$ cat config.mk
export PLATFORM = sky130hd
export DESIGN_NAME = line_rasterizer
export DESIGN_NICKNAME = d
export VERILOG_FILES = /design/src/sv/lrast_pkg.sv /design/src/sv/line_rasterizer.sv /design/src/sv/lrast_start.sv /design/src/sv/lrast_step.sv /design/src/sv/lrast_emit.sv
export SDC_FILE = /design/constraint.sdc
export NUM_CORES = 1
export LEC_CHECK = 0
export BUFFER_PORTS_ARGS = -buffer_cell sky130_fd_sc_hd__buf_2
export CAP_MARGIN = 20
export CORE_AREA = 2 2 221 223
export DETAILED_ROUTE_END_ITERATION = 8
export DIE_AREA = 0 0 223 225
export PLACE_DENSITY = 0.56
export SYNTH_ARGS = -nofsm -noshare
export SYNTH_HDL_FRONTEND = slang
export SYNTH_SLANG_ARGS = --single-unit
$ cat constraint.sdc
create_clock -name clk_i -period 8.8 [get_ports clk_i]
set_input_delay 1.76 -clock clk_i [delete_from_list [all_inputs] [get_ports clk_i]]
set_output_delay 1.76 -clock clk_i [all_outputs]
set_load 0.01 [all_outputs]
$ cat src/sv/lrast_pkg.sv
// ----------------------------------------------------------------------------
// Line rasterizer package
// Shared constants, register and command codes, and control flag struct.
// ----------------------------------------------------------------------------
`timescale 1ns / 1ps

package lrast_pkg;

  localparam int COORD_BITS_DEF = 16;
  localparam int CLIP_BITS      = 15;

  localparam logic [CLIP_BITS-1:0] CLIP_W_RESET = 15'd1600;
  localparam logic [CLIP_BITS-1:0] CLIP_H_RESET = 15'd900;

  localparam int CFG_IDX_BITS = 1;
  localparam logic [CFG_IDX_BITS-1:0] CFG_CLIP_WIDTH  = 1'b0;
  localparam logic [CFG_IDX_BITS-1:0] CFG_CLIP_HEIGHT = 1'b1;

  localparam logic FUNC_START = 1'b0;
  localparam logic FUNC_STEP  = 1'b1;

  typedef struct packed {
    logic busy;
    logic steep;
    logic minor_down;
  } lrast_ctrl_t;

endpackage

$ cat src/sv/line_rasterizer.sv
// ----------------------------------------------------------------------------
// Line rasterizer
// Bresenham line walker for all octants with clip flags, one pixel per word.
// ----------------------------------------------------------------------------
// Usage:
//   Slave stream takes commands: tuser is func (start or step), tdata packs
//   x_start, y_start, x_end, y_end from the low bits up. A start word seeds a
//   line and yields its first pixel, each step word yields the next pixel.
//   Master stream gives one word per command: tdata packs pixel_x, pixel_y,
//   tuser packs pixel_valid, visible, tlast marks the line's final pixel.
//   A step with no active line yields pixel_valid 0 and zero fields.
//   Config channel writes clip_width (index 0) and clip_height (index 1);
//   write only while no command is in flight.
//   Each command passes through the input register into the result register;
//   throughput is one word per cycle unless the receiver stalls, bounded by
//   the combinational add and compare of the error update for the next step.
//   Reset drops any active line, empties both stages and restores the clip
//   window to 1600 by 900. When the receiver stalls, the result register
//   holds, the input register takes at most one more word, then tready drops.
// ----------------------------------------------------------------------------
`timescale 1ns / 1ps

module line_rasterizer import lrast_pkg::*; #(
  parameter int COORD_BITS = COORD_BITS_DEF
) (
  input  logic                                  clk_i,
  input  logic                                  rst_ni,
  input  logic                                  s_tvalid_i,
  output logic                                  s_tready_o,
  // x_start, y_start, x_end, y_end
  input  logic [((4*COORD_BITS+7)/8)*8-1:0]     s_tdata_i,
  // func
  input  logic                                  s_tuser_i,
  output logic                                  m_tvalid_o,
  input  logic                                  m_tready_i,
  // pixel_x, pixel_y
  output logic [((2*COORD_BITS+7)/8)*8-1:0]     m_tdata_o,
  // pixel_valid, visible
  output logic [1:0]                            m_tuser_o,
  output logic                                  m_tlast_o,
  input  logic                                  cfg_valid_i,
  output logic                                  cfg_ready_o,
  input  logic [CFG_IDX_BITS-1:0]               cfg_index_i,
  input  logic [CLIP_BITS-1:0]                  cfg_data_i
);

  localparam int CB     = COORD_BITS;
  localparam int EW     = COORD_BITS + 4;
  localparam int OUT_DW = ((2*COORD_BITS+7)/8)*8;

  logic [CLIP_BITS-1:0] clip_w_q, clip_h_q;

  logic                 in_valid_q;
  logic                 in_func_q;
  logic signed [CB-1:0] in_x0_q, in_y0_q, in_x1_q, in_y1_q;

  logic signed [CB-1:0] cur_x_q, cur_y_q, major_end_q;
  logic signed [EW-1:0] err_q;
  logic        [CB:0]   major_delta_q, minor_delta_q;
  lrast_ctrl_t          ctrl_q;

  logic signed [CB-1:0] cur_x_d, cur_y_d, major_end_d;
  logic signed [EW-1:0] err_d;
  logic        [CB:0]   major_delta_d, minor_delta_d;
  lrast_ctrl_t          ctrl_d;
  logic                 steep_d;

  logic                 out_valid_q, out_pv_q, out_vis_q, out_last_q;
  logic signed [CB-1:0] out_x_q, out_y_q;

  logic signed [CB-1:0] st_x, st_y, st_end;
  logic        [CB:0]   st_maj, st_min;
  logic signed [EW-1:0] st_err;
  logic                 st_steep, st_down;
  logic signed [CB-1:0] sp_x, sp_y;
  logic signed [EW-1:0] sp_err;
  logic                 is_start, do_step, pv, vis, last, advance;

  assign advance    = in_valid_q && (!out_valid_q || m_tready_i);
  assign s_tready_o = !in_valid_q || advance;
  assign cfg_ready_o = 1'b1;

  // config registers
  always_ff @(posedge clk_i or negedge rst_ni) begin
    if (!rst_ni) begin
      clip_w_q <= CLIP_W_RESET;
      clip_h_q <= CLIP_H_RESET;
    end else if (cfg_valid_i) begin
      case (cfg_index_i)
        CFG_CLIP_WIDTH:  clip_w_q <= cfg_data_i;
        CFG_CLIP_HEIGHT: clip_h_q <= cfg_data_i;
        default: ;
      endcase
    end
  end

  // input register
  always_ff @(posedge clk_i or negedge rst_ni) begin
    if (!rst_ni) begin
      in_valid_q <= 1'b0;
    end else if (s_tready_o) begin
      in_valid_q <= s_tvalid_i;
    end
  end

  always_ff @(posedge clk_i) begin
    if (s_tvalid_i && s_tready_o) begin
      in_func_q <= s_tuser_i;
      in_x0_q   <= s_tdata_i[0*CB +: CB];
      in_y0_q   <= s_tdata_i[1*CB +: CB];
      in_x1_q   <= s_tdata_i[2*CB +: CB];
      in_y1_q   <= s_tdata_i[3*CB +: CB];
    end
  end

  lrast_start #(.COORD_BITS(COORD_BITS)) u_start (
    .x_start_i     (in_x0_q),
    .y_start_i     (in_y0_q),
    .x_end_i       (in_x1_q),
    .y_end_i       (in_y1_q),
    .cur_x_o       (st_x),
    .cur_y_o       (st_y),
    .major_end_o   (st_end),
    .major_delta_o (st_maj),
    .minor_delta_o (st_min),
    .err_o         (st_err),
    .steep_o       (st_steep),
    .minor_down_o  (st_down)
  );

  lrast_step #(.COORD_BITS(COORD_BITS)) u_step (
    .cur_x_i       (cur_x_q),
    .cur_y_i       (cur_y_q),
    .err_i         (err_q),
    .major_delta_i (major_delta_q),
    .minor_delta_i (minor_delta_q),
    .ctrl_i        (ctrl_q),
    .cur_x_o       (sp_x),
    .cur_y_o       (sp_y),
    .err_o         (sp_err)
  );

  assign is_start = (in_func_q == FUNC_START);
  assign do_step  = (in_func_q == FUNC_STEP) && ctrl_q.busy;
  assign pv       = is_start || do_step;
  assign steep_d  = is_start ? st_steep : ctrl_q.steep;

  always_comb begin
    cur_x_d       = cur_x_q;
    cur_y_d       = cur_y_q;
    major_end_d   = major_end_q;
    err_d         = err_q;
    major_delta_d = major_delta_q;
    minor_delta_d = minor_delta_q;
    if (is_start) begin
      cur_x_d       = st_x;
      cur_y_d       = st_y;
      major_end_d   = st_end;
      err_d         = st_err;
      major_delta_d = st_maj;
      minor_delta_d = st_min;
    end else if (do_step) begin
      cur_x_d = sp_x;
      cur_y_d = sp_y;
      err_d   = sp_err;
    end
  end

  always_comb begin
    ctrl_d       = ctrl_q;
    ctrl_d.steep = steep_d;
    if (is_start) begin
      ctrl_d.minor_down = st_down;
    end
    if (pv) begin
      ctrl_d.busy = !last;
    end
  end

  lrast_emit #(.COORD_BITS(COORD_BITS)) u_emit (
    .cur_x_i       (cur_x_d),
    .cur_y_i       (cur_y_d),
    .major_end_i   (major_end_d),
    .steep_i       (steep_d),
    .clip_width_i  (clip_w_q),
    .clip_height_i (clip_h_q),
    .visible_o     (vis),
    .last_o        (last)
  );

  // line state
  always_ff @(posedge clk_i or negedge rst_ni) begin
    if (!rst_ni) begin
      ctrl_q <= '0;
    end else if (advance) begin
      ctrl_q <= ctrl_d;
    end
  end

  always_ff @(posedge clk_i) begin
    if (advance) begin
      cur_x_q       <= cur_x_d;
      cur_y_q       <= cur_y_d;
      major_end_q   <= major_end_d;
      err_q         <= err_d;
      major_delta_q <= major_delta_d;
      minor_delta_q <= minor_delta_d;
    end
  end

  // result register
  always_ff @(posedge clk_i or negedge rst_ni) begin
    if (!rst_ni) begin
      out_valid_q <= 1'b0;
    end else if (advance) begin
      out_valid_q <= 1'b1;
    end else if (m_tready_i) begin
      out_valid_q <= 1'b0;
    end
  end

  always_ff @(posedge clk_i) begin
    if (advance) begin
      out_pv_q   <= pv;
      out_x_q    <= pv ? cur_x_d : '0;
      out_y_q    <= pv ? cur_y_d : '0;
      out_vis_q  <= pv && vis;
      out_last_q <= pv && last;
    end
  end

  assign m_tvalid_o = out_valid_q;
  assign m_tdata_o  = OUT_DW'({out_y_q, out_x_q});
  assign m_tuser_o  = {out_vis_q, out_pv_q};
  assign m_tlast_o  = out_last_q;

endmodule

$ cat src/sv/lrast_start.sv
// ----------------------------------------------------------------------------
// Line setup
// Picks the major axis, orders the endpoints and seeds the error term.
// ----------------------------------------------------------------------------
`timescale 1ns / 1ps

module lrast_start import lrast_pkg::*; #(
  parameter int COORD_BITS = COORD_BITS_DEF
) (
  input  logic signed [COORD_BITS-1:0] x_start_i,
  input  logic signed [COORD_BITS-1:0] y_start_i,
  input  logic signed [COORD_BITS-1:0] x_end_i,
  input  logic signed [COORD_BITS-1:0] y_end_i,
  output logic signed [COORD_BITS-1:0] cur_x_o,
  output logic signed [COORD_BITS-1:0] cur_y_o,
  output logic signed [COORD_BITS-1:0] major_end_o,
  output logic        [COORD_BITS:0]   major_delta_o,
  output logic        [COORD_BITS:0]   minor_delta_o,
  output logic signed [COORD_BITS+3:0] err_o,
  output logic                         steep_o,
  output logic                         minor_down_o
);

  localparam int DW = COORD_BITS + 1;

  logic signed [DW-1:0] dx, dy;
  logic        [DW-1:0] adx, ady;
  logic                 swap;
  logic                 dx_pos, dx_neg, dy_pos, dy_neg;

  assign dx  = DW'(x_end_i) - DW'(x_start_i);
  assign dy  = DW'(y_end_i) - DW'(y_start_i);
  assign adx = dx[DW-1] ? DW'(-dx) : DW'(dx);
  assign ady = dy[DW-1] ? DW'(-dy) : DW'(dy);

  assign dx_neg = dx[DW-1];
  assign dx_pos = !dx[DW-1] && (dx != '0);
  assign dy_neg = dy[DW-1];
  assign dy_pos = !dy[DW-1] && (dy != '0);

  assign steep_o = !(ady < adx);
  assign swap    = steep_o ? (y_start_i > y_end_i) : (x_start_i > x_end_i);

  assign cur_x_o = swap ? x_end_i : x_start_i;
  assign cur_y_o = swap ? y_end_i : y_start_i;

  always_comb begin
    if (steep_o) begin
      major_end_o   = swap ? y_start_i : y_end_i;
      major_delta_o = ady;
      minor_delta_o = adx;
      minor_down_o  = swap ? dx_pos : dx_neg;
    end else begin
      major_end_o   = swap ? x_start_i : x_end_i;
      major_delta_o = adx;
      minor_delta_o = ady;
      minor_down_o  = swap ? dy_pos : dy_neg;
    end
  end

  assign err_o = $signed({2'b00, minor_delta_o, 1'b0}) - $signed({3'b000, major_delta_o});

endmodule

$ cat src/sv/lrast_step.sv
// ----------------------------------------------------------------------------
// Line step
// Advances one unit along the major axis and updates the error term.
// ----------------------------------------------------------------------------
`timescale 1ns / 1ps

module lrast_step import lrast_pkg::*; #(
  parameter int COORD_BITS = COORD_BITS_DEF
) (
  input  logic signed [COORD_BITS-1:0] cur_x_i,
  input  logic signed [COORD_BITS-1:0] cur_y_i,
  input  logic signed [COORD_BITS+3:0] err_i,
  input  logic        [COORD_BITS:0]   major_delta_i,
  input  logic        [COORD_BITS:0]   minor_delta_i,
  input  lrast_ctrl_t                  ctrl_i,
  output logic signed [COORD_BITS-1:0] cur_x_o,
  output logic signed [COORD_BITS-1:0] cur_y_o,
  output logic signed [COORD_BITS+3:0] err_o
);

  localparam int EW = COORD_BITS + 4;
  localparam logic signed [COORD_BITS-1:0] ONE = COORD_BITS'(1);

  logic                          err_pos;
  logic signed [COORD_BITS-1:0]  minor_cur, minor_nxt, major_cur, major_nxt;
  logic signed [EW-1:0]          two_minor, two_major;

  assign err_pos   = !err_i[EW-1] && (err_i != '0);
  assign two_minor = $signed({2'b00, minor_delta_i, 1'b0});
  assign two_major = $signed({2'b00, major_delta_i, 1'b0});

  assign minor_cur = ctrl_i.steep ? cur_x_i : cur_y_i;
  assign major_cur = ctrl_i.steep ? cur_y_i : cur_x_i;
  assign major_nxt = major_cur + ONE;

  always_comb begin
    if (err_pos) begin
      minor_nxt = ctrl_i.minor_down ? (minor_cur - ONE) : (minor_cur + ONE);
      err_o     = err_i + (two_minor - two_major);
    end else begin
      minor_nxt = minor_cur;
      err_o     = err_i + two_minor;
    end
  end

  assign cur_x_o = ctrl_i.steep ? minor_nxt : major_nxt;
  assign cur_y_o = ctrl_i.steep ? major_nxt : minor_nxt;

endmodule

$ cat src/sv/lrast_emit.sv
// ----------------------------------------------------------------------------
// Pixel flags
// Clip window test and end-of-line detection for one pixel.
// ----------------------------------------------------------------------------
`timescale 1ns / 1ps

module lrast_emit import lrast_pkg::*; #(
  parameter int COORD_BITS = COORD_BITS_DEF
) (
  input  logic signed [COORD_BITS-1:0] cur_x_i,
  input  logic signed [COORD_BITS-1:0] cur_y_i,
  input  logic signed [COORD_BITS-1:0] major_end_i,
  input  logic                         steep_i,
  input  logic        [CLIP_BITS-1:0]  clip_width_i,
  input  logic        [CLIP_BITS-1:0]  clip_height_i,
  output logic                         visible_o,
  output logic                         last_o
);

  localparam int CW = ((COORD_BITS > CLIP_BITS) ? COORD_BITS : CLIP_BITS) + 1;

  logic signed [CW-1:0]         sx, sy, cw, ch;
  logic signed [COORD_BITS-1:0] maj;

  assign sx = CW'(cur_x_i);
  assign sy = CW'(cur_y_i);
  assign cw = $signed({{(CW-CLIP_BITS){1'b0}}, clip_width_i});
  assign ch = $signed({{(CW-CLIP_BITS){1'b0}}, clip_height_i});

  assign visible_o = (sx > 0) && (sx < cw) && (sy > 0) && (sy < ch);

  assign maj    = steep_i ? cur_y_i : cur_x_i;
  assign last_o = (maj >= major_end_i);

endmodule

==> key figures <==
Power
  – Leakage power of the design: 9.00 nW
  – Post-layout power: 0.00948 W
  – Clock Power Share: 0.140
  – Switch Pwr: 0.00456 W
  – Net switching share of the total power: 0.481
  – Pwr per Cell Area: 442 nW/µm²
  – Internal power: 0.00492 W
  – Part of the power in combinational logic: 0.664
  – Relative contribution of sequential cells to total power: 0.197
  – Peak supply drop: 194 µV

Die
  – Row cnt: 80
  – Overall die area: 50200 µm²
  – Die Ht: 225 µm
  – Overall die width: 223 µm
  – Initial cell density of the core: 0.396
  – Top-level port count: 124
  – Core area: 47500 µm²

Route
  – Drt first-iter violations: 1623
  – Detail-routed via count per cell: 5.76
  – Post-Route WL: 63100 µm
  – Drt wl/cell: 22.0 µm
  – Vias: 16.5k
  – DRC violation count after routing: 0
  – Count of TritonRoute iterations in the first routing pass: 6
  – Post-route antenna net violation count: 0

Clocking
  – Number of hold buffers added after cts: 0
  – Clock latency of the later-clocked register in the worst-skew pair: 0.58 ns
  – Num Clock Sinks: 237
  – Total CTS buffers: 28
  – CTS tree: built
  – Clock Root Buffer: sky130_fd_sc_hd__clkbuf_16
  – Clock transition at path regs: 0.07 ns
  – Maximum level of the CTS H-tree: 1
  – Buffer depth of the longest clock path: 3

Placed design
  – Area after DPL: 20300 µm²
  – Detail Placement HPWL: 48900 µm
  – Placed Instances: 2809
  – Buffers on Ports: 122
  – GP Congestion: 0.941

Global routing
  – Grt total ovfl: 0
  – Pin count of the biggest net entering global routing: 75
  – Overall global routing resource usage: 0.246
  – Vias in the first global route: 15.5k
  – First-pass GRT wire length: 94400 µm
  – Antenna violations before repair: 4

Timing
  – Slew @ Worst Pin: 1.16 ns
  – Slew headroom: 0.219
  – Finish-stage setup viols: 0
  – Fin. max-slew vios: 0
  – Clock period minus final worst setup slack: 8.41 ns
  – Worst Skew: 0.0166 ns
  – Period Utilization, post-route: 0.955
  – Setup tns final: 0 ns
  – Setup repair after global routing missed its margin: yes
  – Peak clock frequency supported by timing: 119 MHz
  – Number of failing hold endpoints at the final stage: 0

Setup path
  – Type of the worst setup path: flip-flop to flip-flop
  – Slowest library cell on the worst path: sky130_fd_sc_hd__or4b_2
  – Critical path capture point type: flip-flop
  – Worst-path fanout max: 51
  – Category of the worst setup path launch point: flip-flop
  – Crit path buffers/inverters: 6
  – Cell repeated most along the worst path: sky130_fd_sc_hd__nand2_1
  – Maximum cell stage delay along the critical path: 0.70 ns
  – Data required time of the worst path: 9.13 ns
  – CP delay by family, top: compound AO/OA/AOI/OAI gates
  – CP Data Arrival Time: 8.73 ns

Synth
  – Count of state elements after synthesis: 237
  – Count of flip-flops with a built-in enable after synthesis: 202
  – Number of nets in the synthesized netlist: 2354
  – Flip-flop cell with the highest count after synthesis: sky130_fd_sc_hd__edfxtp_1
  – Post-synthesis sequential area ratio: 0.369
  – Asr flop ratio synth: 0.148
  – Summed instance area of the synthesized netlist: 18900 µm²
  – Yosys warning count: 0
  – Post-Syn Area per Cell: 8.97 µm²
  – Number of distinct library cells after synthesis: 91
  – Number of instances in the synthesized netlist: 2101

Run status
  – Outcome: completed

Cells and area
  – Fraction of layout instances using a drive strength above 1: 0.139
  – Count of fill cells added during filler insertion: 4614
  – Final non-filler cell total: 2866
  – Fin area: 21500 µm²
  – Area growth from synthesis to final layout: 13.8%
  – Final design utilization: 0.451
  – Final #Nets: 2479

Worst hold path
  – Min-Delay Path Class: flip-flop to flip-flop

Flow run
  – # Max-Cap Violations: 0
==> final cells by class <==
cell class	count	area, µm²	area share
multi-input combinational	1624	11000	0.515
sequential	237	6950	0.324
timing repair buffer	175	1030	0.0482
tap	615	769	0.0359
clock buffer	33	751	0.0350
inverter	160	602	0.0280
clock inverter	19	290	0.0135
antenna	3	7.51	0.000350
==> final timing paths <==
path / startpoint / slack [ns] / end / cells past startpoint
min reg2reg: in_valid_q / 0.49 / m_tvalid_o / 1
max in group asynchronous: rst_ni / 6.84 / ctrl_q[1] / 1
min: in_valid_q / 0.49 / m_tvalid_o / 1
min in group asynchronous: rst_ni / 1.32 / ctrl_q[0] / 1
max: in_y0_q[0] / 0.39 / m_tlast_o / 37
max reg2reg: in_y0_q[0] / 0.39 / m_tlast_o / 37
==> synthesized netlist by cell type (9+ instances only) <==
| cell | n | area, µm² |
|---|---|---|
| sky130_fd_sc_hd__a2111oi_0 | 9 | 78.8 |
| sky130_fd_sc_hd__nand2b_1 | 16 | 100 |
| sky130_fd_sc_hd__xnor2_1 | 61 | 534 |
| sky130_fd_sc_hd__a211oi_1 | 15 | 113 |
| sky130_fd_sc_hd__o211ai_1 | 33 | 248 |
| sky130_fd_sc_hd__nor2b_1 | 23 | 144 |
| sky130_fd_sc_hd__nor4_1 | 11 | 68.8 |
| sky130_fd_sc_hd__buf_1 | 17 | 63.8 |
| sky130_fd_sc_hd__clkbuf_1 | 56 | 210 |
| sky130_fd_sc_hd__ha_1 | 161 | 2010 |
| sky130_fd_sc_hd__nand3_1 | 45 | 225 |
| sky130_fd_sc_hd__o31ai_1 | 18 | 135 |
| sky130_fd_sc_hd__mux2i_1 | 38 | 380 |
| sky130_fd_sc_hd__a21boi_0 | 11 | 82.6 |
| sky130_fd_sc_hd__a21o_1 | 36 | 270 |
| sky130_fd_sc_hd__nand4_1 | 11 | 68.8 |
| sky130_fd_sc_hd__o22ai_1 | 9 | 56.3 |
| sky130_fd_sc_hd__nor3_1 | 36 | 180 |
| sky130_fd_sc_hd__o21ai_0 | 171 | 856 |
| sky130_fd_sc_hd__and3_1 | 18 | 113 |
| sky130_fd_sc_hd__and2_1 | 18 | 113 |
| sky130_fd_sc_hd__o21a_1 | 57 | 428 |
| sky130_fd_sc_hd__a31oi_1 | 17 | 106 |
| sky130_fd_sc_hd__a21oi_1 | 144 | 721 |
| sky130_fd_sc_hd__mux2_2 | 39 | 439 |
| sky130_fd_sc_hd__inv_1 | 158 | 593 |
| sky130_fd_sc_hd__edfxtp_1 | 202 | 6070 |
| sky130_fd_sc_hd__dfrtp_1 | 28 | 701 |
| sky130_fd_sc_hd__nand2_1 | 241 | 905 |
| sky130_fd_sc_hd__xor2_1 | 51 | 447 |
| sky130_fd_sc_hd__nor2_1 | 167 | 627 |
==> kinds of logic (layout without fill, tap and decap cells) <==
group / after synthesis / count (layout) / synth area share
AO/OA/AOI/OAI: 631 / 631 / 0.217
XOR/XNOR: 112 / 112 / 0.0520
AND/OR/NAND/NOR: 636 / 636 / 0.156
adder cells (fa/ha/maj): 167 / 167 / 0.113
flip-flops: 237 / 237 / 0.369
multiplexers: 77 / 77 / 0.0435
buffers and inverters: 240 / 387 / 0.0487
other: 1 / 4 / 0.000199
==> flip-flops by register name, indices dropped and copies added (netlist names), 3 cells and up <==
signal	cells
clip_h_q	15
clip_w_q	15
ctrl_q	3
cur_x_q	16
cur_y_q	16
err_q	20
in_x0_q	16
in_x1_q	16
in_y0_q	16
in_y1_q	16
major_delta_q	17
major_end_q	16
minor_delta_q	17
out_x_q	16
out_y_q	16
==> routing by layer <==
layer	routed length, µm	global-route usage
met2	27800	0.388
met1	28600	0.348
met3	4500	0.0318
met5	0	0
met4	2280	0.0890
==> per-stage QoR <==
| stage | hold WS (ns) | setup slack, ns |
|---|---|---|
| 6_report | 0.492 | 0.392 |
| 2_1_floorplan | 0.457 | 0.654 |
| 3_3_place_gp | 0.472 | 0.216 |
| 5_1_grt | 0.524 | -0.0208 |
| 3_5_place_dp | 0.482 | 0.236 |
| 4_1_cts | 0.498 | 0.153 |
==> power groups by stage <==
stage / Combinational, W / Clock [W] / Sequential, W
6_report: 0.00629 / 0.00133 / 0.00186
5_1_grt: 0.00697 / 0.00138 / 0.00189
4_1_cts: 0.00621 / 0.00135 / 0.00186
3_5_place_dp: 0.00616 / 0 / 0.00188
3_3_place_gp: 0.00609 / 0 / 0.00188
2_1_floorplan: 0.00436 / 0 / 0.00182
==> worst reg2reg max path: cells and delay by family (launching register included) <==
family	cells	cell delay, ns
compound gates	12	2.51
simple gates	13	2.29
fa+ha+maj	4	1.28
buf+inv	6	1.12
xor+xnor	2	0.55
flops	1	0.43
==> what timing repair did <==
action | in CTS | in global routing
buffers inserted | 0 | 2
resized for setup | 0 | 10
setup endpoints to repair | 0 | 7
==> layout by cell type, fill, tap and decap left out, types with 39 or more instances in the layout <==
master / Yosys / final
sky130_fd_sc_hd__ha_1: 161 / 161
sky130_fd_sc_hd__nor2_1: 167 / 166
sky130_fd_sc_hd__edfxtp_1: 202 / 202
sky130_fd_sc_hd__mux2_2: 39 / 39
sky130_fd_sc_hd__buf_2: 4 / 123
sky130_fd_sc_hd__buf_4: 3 / 47
sky130_fd_sc_hd__xor2_1: 51 / 51
sky130_fd_sc_hd__a21oi_1: 144 / 144
sky130_fd_sc_hd__inv_1: 158 / 157
sky130_fd_sc_hd__xnor2_1: 61 / 61
sky130_fd_sc_hd__nand2_1: 241 / 240
sky130_fd_sc_hd__o21a_1: 57 / 56
sky130_fd_sc_hd__nand3_1: 45 / 45
sky130_fd_sc_hd__o21ai_0: 171 / 168
Power figures use the tool's default switching activity.
